<file path="src/hw/rtl/preemptive_priority_scheduler_assert.svh">
`ifndef PREEMPTIVE_PRIORITY_SCHEDULER_ASSERT_SVH
`define PREEMPTIVE_PRIORITY_SCHEDULER_ASSERT_SVH

// Checks that a condition holds in the same cycle as its trigger.
`define PPS_ASSERT_NOW(lbl, ante, cons, msg) \
    lbl: assert property (@(posedge clk) disable iff (!rst_n) (ante) |-> (cons)) \
        else $error(msg);

// Checks that a condition holds in the cycle after its trigger.
`define PPS_ASSERT_NEXT(lbl, ante, cons, msg) \
    lbl: assert property (@(posedge clk) disable iff (!rst_n) (ante) |=> (cons)) \
        else $error(msg);

`endif

</file>
<file path="src/hw/rtl/pps_pkg.sv">
package pps_pkg;

    // Table size and the widths that follow from it.
    localparam int MAX_TASKS = 16;
    localparam int SLOT_W    = $clog2(MAX_TASKS);
    localparam int CNT_W     = $clog2(MAX_TASKS + 1);

    // Fixed field widths.
    localparam int TIME_W = 16;
    localparam int URG_W  = 8;
    localparam int NOW_W  = 32;
    localparam int TC_W   = 5;

    // Configuration register indexes.
    localparam logic REG_TASK_COUNT = 1'b0;

    // Input word kinds.
    localparam logic KIND_LOAD = 1'b0;
    localparam logic KIND_TICK = 1'b1;

    // Controller states, one-hot.
    typedef enum logic [4:0] {
        ST_IDLE = 5'b00001,
        ST_SCAN = 5'b00010,
        ST_UPD  = 5'b00100,
        ST_TAT  = 5'b01000,
        ST_OUT  = 5'b10000
    } state_t;

    // Commands from the controller to the datapath.
    typedef struct packed {
        logic load;
        logic start;
        logic scan;
        logic upd;
        logic tat;
        logic out_load;
    } cmd_t;

    // Status from the datapath to the controller.
    typedef struct packed {
        logic scan_last;
        logic out_free;
    } stat_t;

    // Number of entries taking part: zero acts as one, large values clamp.
    function automatic logic [CNT_W-1:0] eff_count(input logic [TC_W-1:0] tc);
        logic [CNT_W-1:0] c;
        if (tc == '0)
        begin
            c = CNT_W'(1);
        end
        else if (32'(tc) > MAX_TASKS)
        begin
            c = CNT_W'(MAX_TASKS);
        end
        else
        begin
            c = CNT_W'(tc);
        end
        return c;
    endfunction

endpackage

</file>
<file path="src/hw/rtl/preemptive_priority_scheduler.sv">
// Preemptive priority scheduler. A load word (kind 0) writes one task entry. A tick word
// (kind 1) runs one time unit and returns one result word. A tick's time is set by the
// scan that reads one table entry per cycle through a single read port, followed by the
// update, turnaround and output states; the result is loaded in the output state and
// the next word can be taken in the cycle after. A new word is accepted only once the
// previous tick has loaded its result; the result register lets that word wait for the
// consumer while the next word is taken, and a tick whose result is ready while the
// previous one is still waiting stalls until the consumer takes it. task_count is
// written over the APB port at byte address 0; the user must write it only while the
// block is idle, which the block itself does not enforce; 0 acts as 1 and values
// above 16 act as 16.
module preemptive_priority_scheduler
    import pps_pkg::*;
(
    input  logic               clk,
    input  logic               rst_n,
    input  logic               psel,
    input  logic               penable,
    input  logic               pwrite,
    input  logic [2:0]         paddr,
    input  logic [31:0]        pwdata,
    output logic [31:0]        prdata,
    output logic               pready,
    input  logic               in_valid,
    output logic               in_ready,
    input  logic               kind,
    input  logic [3:0]         slot,
    input  logic [TIME_W-1:0]  arrival_time,
    input  logic [TIME_W-1:0]  burst_time,
    input  logic [URG_W-1:0]   urgency,
    output logic               out_valid,
    input  logic               out_ready,
    output logic               idle,
    output logic [3:0]         run_slot,
    output logic               finished,
    output logic [NOW_W-1:0]   finish_time,
    output logic [NOW_W-1:0]   turnaround,
    output logic [NOW_W-1:0]   waiting,
    output logic               all_done
);

`include "preemptive_priority_scheduler_assert.svh"

    logic [TC_W-1:0]  task_count_reg;
    logic [CNT_W-1:0] count;
    logic             reg_sel;
    cmd_t             cmd;
    stat_t            stat;
    logic [5:0]       cmd_bits;
    logic             tick_acc;
    logic             idle_clean;

    // Configuration register; the word offset picks the register.
    assign pready  = 1'b1;
    assign reg_sel = (paddr[2] == REG_TASK_COUNT);

    always_ff @(posedge clk or negedge rst_n)
    begin
        if (!rst_n)
        begin
            task_count_reg <= TC_W'(1);
        end
        else if (psel && penable && pwrite && pready && reg_sel)
        begin
            task_count_reg <= pwdata[TC_W-1:0];
        end
    end

    assign prdata = reg_sel ? 32'(task_count_reg) : '0;
    assign count  = eff_count(task_count_reg);

    // Sequencer.
    pps_ctrl u_ctrl
    (
        .clk      (clk),
        .rst_n    (rst_n),
        .in_valid (in_valid),
        .kind     (kind),
        .in_ready (in_ready),
        .stat     (stat),
        .cmd      (cmd)
    );

    // Task tables, scan and result datapath.
    pps_dp u_dp
    (
        .clk          (clk),
        .rst_n        (rst_n),
        .cmd          (cmd),
        .stat         (stat),
        .count        (count),
        .slot         (slot),
        .arrival_time (arrival_time),
        .burst_time   (burst_time),
        .urgency      (urgency),
        .out_valid    (out_valid),
        .out_ready    (out_ready),
        .idle         (idle),
        .run_slot     (run_slot),
        .finished     (finished),
        .finish_time  (finish_time),
        .turnaround   (turnaround),
        .waiting      (waiting),
        .all_done     (all_done)
    );

    // Terms the checks below look at.
    assign cmd_bits   = {cmd.load, cmd.start, cmd.scan, cmd.upd, cmd.tat, cmd.out_load};
    assign tick_acc   = in_valid && in_ready && (kind == KIND_TICK);
    assign idle_clean = !finished && (run_slot == 4'd0);

    // The sequencer issues at most one working command per cycle.
    `PPS_ASSERT_NOW(a_one_cmd, 1'b1, $onehot0(cmd_bits), "more than one command at once")

    // A result is never loaded over a word the consumer has not taken.
    `PPS_ASSERT_NOW(a_no_overwrite, cmd.out_load, !out_valid || out_ready, "result overwritten")

    // An accepted tick starts the scan in the next cycle.
    `PPS_ASSERT_NEXT(a_tick_scans, tick_acc, cmd.scan && !in_ready, "tick did not start a scan")

    // An idle tick names no task and finishes nothing.
    `PPS_ASSERT_NOW(a_idle_word, out_valid && idle, idle_clean, "idle result carries a task")

endmodule

</file>
<file path="src/hw/rtl/pps_ctrl.sv">
module pps_ctrl
    import pps_pkg::*;
(
    input  logic  clk,
    input  logic  rst_n,
    input  logic  in_valid,
    input  logic  kind,
    output logic  in_ready,
    input  stat_t stat,
    output cmd_t  cmd
);

    state_t state_reg;
    state_t state_next;

    // Words are taken only between ticks.
    assign in_ready = (state_reg == ST_IDLE);

    // Command decode.
    always_comb
    begin
        cmd          = '0;
        cmd.load     = (state_reg == ST_IDLE) && in_valid && (kind == KIND_LOAD);
        cmd.start    = (state_reg == ST_IDLE) && in_valid && (kind == KIND_TICK);
        cmd.scan     = (state_reg == ST_SCAN);
        cmd.upd      = (state_reg == ST_UPD);
        cmd.tat      = (state_reg == ST_TAT);
        cmd.out_load = (state_reg == ST_OUT) && stat.out_free;
    end

    // Next-state logic.
    always_comb
    begin
        state_next = state_reg;
        case (state_reg)
            ST_IDLE:
            begin
                if (cmd.start)
                begin
                    state_next = ST_SCAN;
                end
            end
            ST_SCAN:
            begin
                if (stat.scan_last)
                begin
                    state_next = ST_UPD;
                end
            end
            ST_UPD:
            begin
                state_next = ST_TAT;
            end
            ST_TAT:
            begin
                state_next = ST_OUT;
            end
            ST_OUT:
            begin
                if (stat.out_free)
                begin
                    state_next = ST_IDLE;
                end
            end
            default:
            begin
                state_next = ST_IDLE;
            end
        endcase
    end

    // State register.
    always_ff @(posedge clk or negedge rst_n)
    begin
        if (!rst_n)
        begin
            state_reg <= ST_IDLE;
        end
        else
        begin
            state_reg <= state_next;
        end
    end

endmodule

</file>
<file path="src/hw/rtl/pps_dp.sv">
module pps_dp
    import pps_pkg::*;
(
    input  logic               clk,
    input  logic               rst_n,
    input  cmd_t               cmd,
    output stat_t              stat,
    input  logic [CNT_W-1:0]   count,
    input  logic [3:0]         slot,
    input  logic [TIME_W-1:0]  arrival_time,
    input  logic [TIME_W-1:0]  burst_time,
    input  logic [URG_W-1:0]   urgency,
    output logic               out_valid,
    input  logic               out_ready,
    output logic               idle,
    output logic [3:0]         run_slot,
    output logic               finished,
    output logic [NOW_W-1:0]   finish_time,
    output logic [NOW_W-1:0]   turnaround,
    output logic [NOW_W-1:0]   waiting,
    output logic               all_done
);

    // Task tables; arrival, burst and urgency are meaningful once loaded.
    logic [TIME_W-1:0] arr_mem [MAX_TASKS];
    logic [TIME_W-1:0] bur_mem [MAX_TASKS];
    logic [URG_W-1:0]  urg_mem [MAX_TASKS];
    logic [TIME_W-1:0] rem_reg [MAX_TASKS];

    // Scheduler state.
    logic [SLOT_W-1:0] running_slot_reg;
    logic              running_valid_reg;
    logic [NOW_W-1:0]  now_reg;

    // Per-tick working registers.
    logic [SLOT_W-1:0] idx_reg;
    logic [SLOT_W-1:0] best_reg;
    logic [URG_W-1:0]  best_urg_reg;
    logic              have_reg;
    logic [CNT_W-1:0]  zero_cnt_reg;
    logic              fin_flag_reg;
    logic [NOW_W-1:0]  fin_reg;
    logic [NOW_W-1:0]  tat_reg;
    logic [TIME_W-1:0] arr_reg;
    logic [TIME_W-1:0] bur_reg;

    // Output word registers.
    logic              out_valid_reg;
    logic              idle_reg;
    logic [3:0]        run_slot_reg;
    logic              finished_reg;
    logic [NOW_W-1:0]  finish_time_reg;
    logic [NOW_W-1:0]  turnaround_reg;
    logic [NOW_W-1:0]  waiting_reg;
    logic              all_done_reg;

    logic [SLOT_W-1:0] rd_addr;
    logic [TIME_W-1:0] rem_rd;
    logic [TIME_W-1:0] arr_rd;
    logic [URG_W-1:0]  urg_rd;
    logic              elig;
    logic              run_ok;
    logic              better;
    logic              last_one;
    logic [SLOT_W-1:0] ld_addr;
    logic              ld_ok;
    logic [NOW_W-1:0]  wait_val;
    logic [CNT_W-1:0]  done_total;

    // One table read port: running task while idle, scan entry, then the winner.
    always_comb
    begin
        if (cmd.upd)
        begin
            rd_addr = best_reg;
        end
        else if (cmd.scan)
        begin
            rd_addr = idx_reg;
        end
        else
        begin
            rd_addr = running_slot_reg;
        end
    end

    assign rem_rd = rem_reg[rd_addr];
    assign arr_rd = arr_mem[rd_addr];
    assign urg_rd = urg_mem[rd_addr];

    // An entry is ready when it has work left and has arrived.
    assign elig   = (rem_rd != '0) && (NOW_W'(arr_rd) <= now_reg);
    assign run_ok = running_valid_reg && (CNT_W'(running_slot_reg) < count) && elig;
    assign better = elig && (!have_reg || (urg_rd < best_urg_reg));
    assign last_one = (rem_rd == TIME_W'(1));

    // Loads beyond the table are dropped.
    assign ld_addr = SLOT_W'(slot);
    assign ld_ok   = (32'(slot) < MAX_TASKS);

    assign stat.scan_last = ((CNT_W'(idx_reg) + CNT_W'(1)) == count);
    assign stat.out_free  = !out_valid_reg || out_ready;

    // Waiting time is turnaround less burst, never below zero.
    assign wait_val = (tat_reg > NOW_W'(bur_reg)) ? (tat_reg - NOW_W'(bur_reg)) : '0;

    // Entries found empty during the scan, plus the one that just finished.
    assign done_total = zero_cnt_reg + CNT_W'(fin_flag_reg);

    // Payload tables have no reset.
    always_ff @(posedge clk)
    begin
        if (cmd.load && ld_ok)
        begin
            arr_mem[ld_addr] <= arrival_time;
            bur_mem[ld_addr] <= burst_time;
            urg_mem[ld_addr] <= urgency;
        end
    end

    // Remaining work: set by a load, counted down by the winning task.
    always_ff @(posedge clk or negedge rst_n)
    begin
        if (!rst_n)
        begin
            for (int i = 0; i < MAX_TASKS; i++)
            begin
                rem_reg[i] <= '0;
            end
        end
        else if (cmd.load && ld_ok)
        begin
            rem_reg[ld_addr] <= burst_time;
        end
        else if (cmd.upd && have_reg)
        begin
            rem_reg[best_reg] <= rem_rd - TIME_W'(1);
        end
    end

    // Running task and time counter, updated once per tick.
    always_ff @(posedge clk or negedge rst_n)
    begin
        if (!rst_n)
        begin
            running_slot_reg  <= '0;
            running_valid_reg <= 1'b0;
            now_reg           <= '0;
        end
        else if (cmd.upd)
        begin
            if (have_reg && !last_one)
            begin
                running_valid_reg <= 1'b1;
                running_slot_reg  <= best_reg;
            end
            else
            begin
                running_valid_reg <= 1'b0;
                running_slot_reg  <= '0;
            end
            if (now_reg != '1)
            begin
                now_reg <= now_reg + NOW_W'(1);
            end
        end
    end

    // Scan state: seeded by the running task, then one entry per cycle.
    always_ff @(posedge clk or negedge rst_n)
    begin
        if (!rst_n)
        begin
            idx_reg      <= '0;
            best_reg     <= '0;
            have_reg     <= 1'b0;
            zero_cnt_reg <= '0;
            fin_flag_reg <= 1'b0;
        end
        else if (cmd.start)
        begin
            idx_reg      <= '0;
            best_reg     <= running_slot_reg;
            have_reg     <= run_ok;
            zero_cnt_reg <= '0;
        end
        else if (cmd.scan)
        begin
            idx_reg <= idx_reg + SLOT_W'(1);
            if (better)
            begin
                best_reg <= idx_reg;
                have_reg <= 1'b1;
            end
            if (rem_rd == '0)
            begin
                zero_cnt_reg <= zero_cnt_reg + CNT_W'(1);
            end
        end
        else if (cmd.upd)
        begin
            fin_flag_reg <= have_reg && last_one;
        end
    end

    // Datapath payload for the scan and the completion times.
    always_ff @(posedge clk)
    begin
        if (cmd.start)
        begin
            best_urg_reg <= urg_rd;
        end
        else if (cmd.scan && better)
        begin
            best_urg_reg <= urg_rd;
        end
        if (cmd.upd)
        begin
            fin_reg <= (now_reg == '1) ? now_reg : (now_reg + NOW_W'(1));
            arr_reg <= arr_rd;
            bur_reg <= bur_mem[rd_addr];
        end
        if (cmd.tat)
        begin
            tat_reg <= fin_reg - NOW_W'(arr_reg);
        end
    end

    // Output word valid.
    always_ff @(posedge clk or negedge rst_n)
    begin
        if (!rst_n)
        begin
            out_valid_reg <= 1'b0;
        end
        else if (cmd.out_load)
        begin
            out_valid_reg <= 1'b1;
        end
        else if (out_ready)
        begin
            out_valid_reg <= 1'b0;
        end
    end

    // Output word payload; times read zero unless the task finished.
    always_ff @(posedge clk)
    begin
        if (cmd.out_load)
        begin
            idle_reg        <= !have_reg;
            run_slot_reg    <= have_reg ? 4'(best_reg) : 4'd0;
            finished_reg    <= fin_flag_reg;
            finish_time_reg <= fin_flag_reg ? fin_reg : '0;
            turnaround_reg  <= fin_flag_reg ? tat_reg : '0;
            waiting_reg     <= fin_flag_reg ? wait_val : '0;
            all_done_reg    <= (done_total == count);
        end
    end

    assign out_valid   = out_valid_reg;
    assign idle        = idle_reg;
    assign run_slot    = run_slot_reg;
    assign finished    = finished_reg;
    assign finish_time = finish_time_reg;
    assign turnaround  = turnaround_reg;
    assign waiting     = waiting_reg;
    assign all_done    = all_done_reg;

endmodule

</file>
<file path="config.mk">
export PLATFORM = sky130hd
export DESIGN_NAME = preemptive_priority_scheduler
export DESIGN_NICKNAME = d
export VERILOG_FILES = /design/src/hw/rtl/pps_pkg.sv /design/src/hw/rtl/preemptive_priority_scheduler.sv /design/src/hw/rtl/pps_ctrl.sv /design/src/hw/rtl/pps_dp.sv
export VERILOG_INCLUDE_DIRS = /design/src /design/src/hw/rtl
export SDC_FILE = /design/constraint.sdc
export NUM_CORES = 2
export LEC_CHECK = 0
export BUFFER_PORTS_ARGS = -buffer_cell sky130_fd_sc_hd__buf_2
export CAP_MARGIN = 20
export CORE_MARGIN = 10
export CORE_UTILIZATION = 50
export CTS_CLUSTER_DIAMETER = 40
export DETAILED_ROUTE_END_ITERATION = 8
export MAX_ROUTING_LAYER = met4
export PLACE_DENSITY_LB_ADDON = 0.25
export RECOVER_POWER = 50
export SYNTH_ARGS = -nofsm -noshare
export SYNTH_HDL_FRONTEND = slang
export SYNTH_SLANG_ARGS = --single-unit
</file>
<file path="constraint.sdc">
create_clock -name clk -period 5.9 [get_ports clk]
set_input_delay 0 -clock clk [delete_from_list [all_inputs] [get_ports clk]]
set_output_delay 0 -clock clk [all_outputs]
set_load 0.1 [all_outputs]
</file>
# Word level (Yosys, flattened, before mapping)
# Memories as Yosys holds them, arrays and structs flattened. A register that Yosys moved wholly into a read port is not among the register bits.
# Cells that the tools add are included.
dict set report word_totals {
  wordCells 156
  reg_bits 510
  input_bits 87
  memories 3
  ram_bits 640
  output_inout_bits 138
}
# memory words width read_ports rd_clocked_by_memory_dff wr line_no
set memory_table {}
lappend memory_table {u_dp.arr_mem 16 16 1 0 1 pps_dp.sv:25} ;# logic [TIME_W-1:0] arr_mem [MAX_TASKS];
lappend memory_table {u_dp.bur_mem 16 16 1 1 1 pps_dp.sv:26} ;# logic [TIME_W-1:0] bur_mem [MAX_TASKS];
lappend memory_table {u_dp.urg_mem 16 8 1 0 1 pps_dp.sv:27} ;# logic [URG_W-1:0] urg_mem [MAX_TASKS];
dict set report classes {
  bitwise 7
  n_addsub 8
  eq_ne 13
  magnitude_cmp 10
  muxes 40
  reduce_logical 37
}
# operator n
set ops {}
lappend ops {{256-bit bitwise mux} 2}
lappend ops {{256-bit 2-to-1 mux} 2}
lappend ops {{16-bit demux with 4-bit select} 2}
lappend ops {{16-bit binary-select mux with 4-bit select} 1}
lappend ops {{16-bit 2-to-1 mux} 4}
lappend ops {{32-bit by 16-bit subtractor with 32-bit output} 2}
lappend ops {{5-bit 2-to-1 mux} 9}
lappend ops {{32-bit by 1-bit adder with 32-bit output, second input constant} 1}
lappend ops {{32-bit == test, second input constant} 1}
lappend ops {{32-bit by 16-bit greater-than comparator with 1-bit output} 1}
lappend ops {{16-bit by 32-bit less-or-equal comparator with 1-bit output} 1}
lappend ops {{32-bit 2-to-1 mux} 1}
lappend ops {{4-bit 2-to-1 mux} 8}
lappend ops {{32-bit inequality test, second input constant} 1}
lappend ops {{5-bit case mux with 5 select lines} 1}
lappend ops {{1-bit logical AND} 17}
lappend ops {{16-bit by 1-bit == test with 1-bit output, second input constant} 1}
lappend ops {{16-bit logical NOT} 1}
lappend ops {{8-bit 2-to-1 mux} 2}
lappend ops {{16-bit nonzero test} 1}
lappend ops {{16-bit by 1-bit subtractor with 16-bit output, second input constant} 1}
lappend ops {{5-bit >= comparator, second input constant} 3}
lappend ops {{4-bit NOT with 5-bit output} 3}
lappend ops {{2-bit nonzero test} 6}
lappend ops {{23 further kinds} 43}

# Logic depth before layout (Yosys ltp)
dict set report logic_depth {
  depth_word 13
  ltp_mapped 31
  ltp_nobuf 21
}

# Modules after synthesis
# Synthesis repeated with hierarchy kept, for this count alone.
dict set report unflattened {
  hier_cells 3668
  hier_area_um2 51609.5
}
# module n_inst seq_area_each_um2 area_per_inst_um2 cells_per_inst
set by_module_without_submodules {}
lappend by_module_without_submodules {pps_dp 1 33166.8 50795.0 3582}
lappend by_module_without_submodules {preemptive_priority_scheduler 1 126.4 500.5 53}
lappend by_module_without_submodules {pps_ctrl 1 126.4 314.1 33}

# Worst setup path after synthesis
# No wires, ideal clock.
dict set report synth_timing {
  path_kind {register to register}
  startpoint {reg u_ctrl.state_reg[4]}
  endpoint {reg u_dp.rem_reg[53] in the netlist's numbering}
  slack_ns -0.458
  stages_incl_launch_ff 11
  synth_period_minus_slack_ns 6.358
  required_ns 5.816
  n_path_buf 2
  arrival_ns 6.275
  setup_ns 0.084
  cell_sequence {dfrtp_1 or3_4 nor3b_1 nand2_1 or2_2 clkbuf_1 or3_1 nor2_1 clkbuf_1 a22oi_1 o21ai_0}
}
dict set report synth_between {
  elab_cells_between_ends 17
  cone_classes {add/sub: 1; eq/ne: 3; mux: 8; bitwise: 1; reduce/logical: 4}
}
# item line_no
set synth_lines {}
lappend synth_lines {{start, declared} pps_ctrl.sv:13} ;# state_t state_reg;
lappend synth_lines {{start signal, assigned} pps_ctrl.sv:81} ;# state_reg <= state_next;
lappend synth_lines {{5-bit by 1-bit == test with 1-bit output *} -}
lappend synth_lines {{via in_ready} preemptive_priority_scheduler.sv:25} ;# output logic in_ready,
lappend synth_lines {{1-bit logical AND * (2 in series)} pps_ctrl.sv:23} ;# cmd.load = (state_reg == ST_IDLE) && in_valid && (kind == KIND_LOAD);
lappend synth_lines {{256-bit 2-to-1 mux / 2-bit nonzero test (equally long branches)} -}
lappend synth_lines {{end signal, assigned by index} pps_dp.sv:133} ;# rem_reg[ld_addr] <= burst_time;
lappend synth_lines {{end signal, assigned by index} pps_dp.sv:137} ;# rem_reg[best_reg] <= rem_rd - TIME_W'(1);
lappend synth_lines {{end, declared} pps_dp.sv:28} ;# logic [TIME_W-1:0] rem_reg [MAX_TASKS];
# Mark *: on every way through the listed nets, which the timed path passes. The rest lies on a longest branch. The select of a mux whose other input is x is not followed.
# A chain may end at the register's enable or synchronous reset.

# Worst setup path in the final report
dict set report layout_timing {
  startpoint {reg u_ctrl.state_reg[0]}
  endpoint {reg u_dp.best_urg_reg[1], enable pin}
}
dict set report layout_between {
  elab_cells_between_ends 21
  cone_classes {order compare: 2; eq/ne: 3; mux: 5; bitwise: 1; reduce/logical: 8; memory: 2}
}
# item line_no
set layout_lines {}
lappend layout_lines {{5-bit by 2-bit == test with 1-bit output} pps_ctrl.sv:25} ;# cmd.scan = (state_reg == ST_SCAN);
lappend layout_lines {{4-bit 2-to-1 mux} pps_dp.sv:77} ;# else if (cmd.scan)
lappend layout_lines {{4-bit 2-to-1 mux *} pps_dp.sv:73} ;# if (cmd.upd)
lappend layout_lines {{memory 16 x 16 bit *} -}
lappend layout_lines {{via u_dp.arr_rd[2]} pps_dp.sv:59} ;# logic [TIME_W-1:0] arr_rd;
lappend layout_lines {{16-bit by 32-bit less-or-equal comparator with 1-bit output *} pps_dp.sv:92} ;# assign elig = (rem_rd != '0) && (NOW_W'(arr_rd) <= now_reg);
lappend layout_lines {{1-bit logical AND *} pps_dp.sv:92}
lappend layout_lines {{1-bit logical AND *} pps_dp.sv:94} ;# assign better = elig && (!have_reg || (urg_rd < best_urg_reg));
lappend layout_lines {{1-bit logical AND *} pps_dp.sv:213} ;# else if (cmd.scan && better)
lappend layout_lines {{2-bit nonzero test (no source line) *} -}
lappend layout_lines {{end signal, assigned} pps_dp.sv:211} ;# best_urg_reg <= urg_rd;
lappend layout_lines {{end signal, assigned} pps_dp.sv:215} ;# best_urg_reg <= urg_rd;
lappend layout_lines {{end, declared} pps_dp.sv:38} ;# logic [URG_W-1:0] best_urg_reg;
# Marked as above.

==> flow_summary.ini <==
[drt]
drc_errors = 0
vias = 37700
drtIter0Drc = 4356
wl_um = 153000
ant_nets = 0
wire_per_inst_um = 24.6
vias_per_cell = 6.09
dr.pass1.iters = 6

[global_routing]
antenna_found_initial = 8
grt_max_degree = 105
grt_pass1_vias = 36300
grt_overflow = 0
grt.total_usage_pct = 26.0
grt_pass1_wl_um = 228000

[sta]
worst_slew_pin_slew_ns = 3.53
relSlewSlack_pct = -135
rsz0062_at_grt = false
timing.final.crit_share_pct = 93.5
drv_slew = 924
setup_violations = 0
fmax_mhz = 181
tns_ns = 0
worst_hold_slack_ns = 0.0673
fin_worst_skew_ns = 0.0490
worst_slack_ns = 0.386
hold_viol = 0
min_period_ns = 5.51

[final_layout]
nets = 4834
drive_gt1_share_pct = 9.78
syn_to_final_growth_pct = 15.4

[cts]
clk_latency_ns = 0.76
cts_resized = 0
clkSinkCount = 1166
cts_hold_buf = 60
clock_tree.root_cell = clkbuf_16
htree_levels = 4
cts_buffers = 149
clk_pin_slew_ns = 0.06
cts_tree = done
clk_path_buf_depth = 3
postCtsSetupRepairBufs = 0

[worst_setup_path]
required_ns = 6.34
crit_path_start_kind = flip-flop
cp_max_fo = 37
endpoint_kind = flip-flop
critical_path_arrival_ns = 5.95
worstSetupPathType = reg -> reg

[place]
dpl_worst_slack_ns = 0.436
place.gp.congestion = 0.903
dp_hpwl_um = 92100
portBuffers = 167

[synthesis]
synth_async_sr_flop_share_pct = 27.4
avgSynthCellArea_um2 = 11.8
synth_most_common_cell = nand2_1
synth_top_area_share_pct = 48.5
ys.flop_type = edfxtp_1
synth.distinct_cells = 84
synth-seq-cells = 1166
synth-edff-count = 847
seq_area_frac_synth_pct = 63.7
ys_warn_count = 0
synthTopCellsByArea = edfxtp_1, dfrtp_1, nand2_1
synthCells = 4459
synth_top_cells_by_count = nand2_1, edfxtp_1, dfrtp_1
netlist_area_um2 = 52500
yosys.area.top_type = edfxtp_1

[floorplanning]
fp.coreArea_um2 = 104000
die_h_um = 344
die_area_um2 = 118000
die_width_um = 344
io_pins = 225
start_util_pct = 50.5
fp-row-count = 118

[outcome]
status = finished, violations left
violations = capacitance limit, slew limit

[power]
irDropWorstVdd_mv = 0.326
p_leak_nw = 22.7
power_density_nw_per_um2 = 432

[hold_path]
hp-class = in -> reg

[flow_run]
cap_violations = 22
[stage by stage]
step / cells / utilization (%) / power (mW) / area (µm²)
floorplan: 4485 / - / 14.7 / 52600
global route: 6189 / 58.3 / 27.3 / 60500
detailed placement: 5848 / 53.0 / 16.9 / 55100
finish: 6193 / 58.3 / 26.1 / 60600
CTS: 6185 / 58.5 / 26.1 / 60800
global placement: 5847 / 53.0 / 16.7 / 55000
[cells in the final DEF (no fill, tap or decap), types with 115 or more instances in the layout]
master	Yosys	layout
nor2_1	169	153
a311oi_1	115	115
nand2_1	879	878
clkbuf_1	200	179
dfrtp_1	317	317
mux2i_1	190	190
nand3_1	221	221
o21ai_0	237	237
a22oi_1	209	209
edfxtp_1	847	847
clkbuf_16	0	150
[routing by layer]
| layer | GRT usage [%] | routed length, µm | up-vias |
|---|---|---|---|
| li1 | - | - | 16700 |
| met1 | 35.4 | 63800 | 18900 |
| met2 | 39.3 | 70500 | 1725 |
| met3 | 4.10 | 12600 | 367 |
| met4 | 9.65 | 5680 | 0 |
| met5 | - | 0 | - |
[worst max-delay path, stage by stage (launching register included)]
cell and delay, ns:
dfstp_2 0.58, and3b_1 0.19, a22oi_1 0.31, and2_4 0.57, buf_4 0.26, nand2_1 0.05, and3_1 0.17, a311oi_1 0.26
a31oi_1 0.07, a21oi_1 0.40, ha_1 0.36, o21a_1 0.12, o21a_1 0.15, o21ai_0 0.14, nand2b_1 0.11, a21oi_1 0.16
nor2b_1 0.06, o21ai_0 0.14, a21oi_1 0.14, buf_4 0.17, a211oi_4 0.39, or2_2 0.34
[logic make-up after synthesis]
| logic type | after synthesis | share of synthesized area, % |
|---|---|---|
| AOI/OAI and AO/OA | 865 | 10.9 |
| xor gates and xnor gates | 135 | 2.31 |
| adders and majority gates | 67 | 1.63 |
| buffers and inverters | 411 | 3.57 |
| DFF | 1166 | 63.7 |
| muxes | 233 | 4.61 |
| other | 2 | 0.0143 |
| and+or+nand+nor | 1580 | 13.3 |
[report_power, final]
group | total (mW) | internal, mW | switching, mW
logic | 6.69 | 2.41 | 4.28
registers | 10.2 | 9.71 | 0.501
clock network | 9.23 | 5.56 | 3.67
total | 26.1 | 17.7 | 8.46
[area by class of cell]
type / instances / area [µm²]
Antenna cell: 7 / 17.5
Fill cell: 8513 / 43400
Inverter: 90 / 339
Clock buffer: 178 / 3930
Multi-Input combinational cell: 2908 / 17500
Tap cell: 1380 / 1730
Sequential cell: 1166 / 33400
Clock inverter: 99 / 1170
Timing Repair Buffer: 365 / 2460
[final timing paths]
check | from | to | slack, ns | depth (start not counted)
setup reg to reg | u_ctrl.state_reg[0]$_DFFE_PN1P_ | u_dp.best_urg_reg[1]$_DFFE_PP_ | 0.39 | 21
min in group asynchronous | rst_n | u_dp.rem_reg[189]$_DFFE_PN0P_ | 0.58 | 3
hold / removal | slot[2] | u_dp.rem_reg[246]$_DFFE_PN0P_ | 0.07 | 5
setup / recovery | u_ctrl.state_reg[0]$_DFFE_PN1P_ | u_dp.best_urg_reg[1]$_DFFE_PP_ | 0.39 | 21
max in group asynchronous | rst_n | u_dp.rem_reg[119]$_DFFE_PN0P_ | 1.37 | 4
hold reg to reg | u_dp.rem_reg[2]$_DFFE_PN0P_ | u_dp.rem_reg[2]$_DFFE_PN0P_ | 0.47 | 2
(Power assumes the default switching activity.)
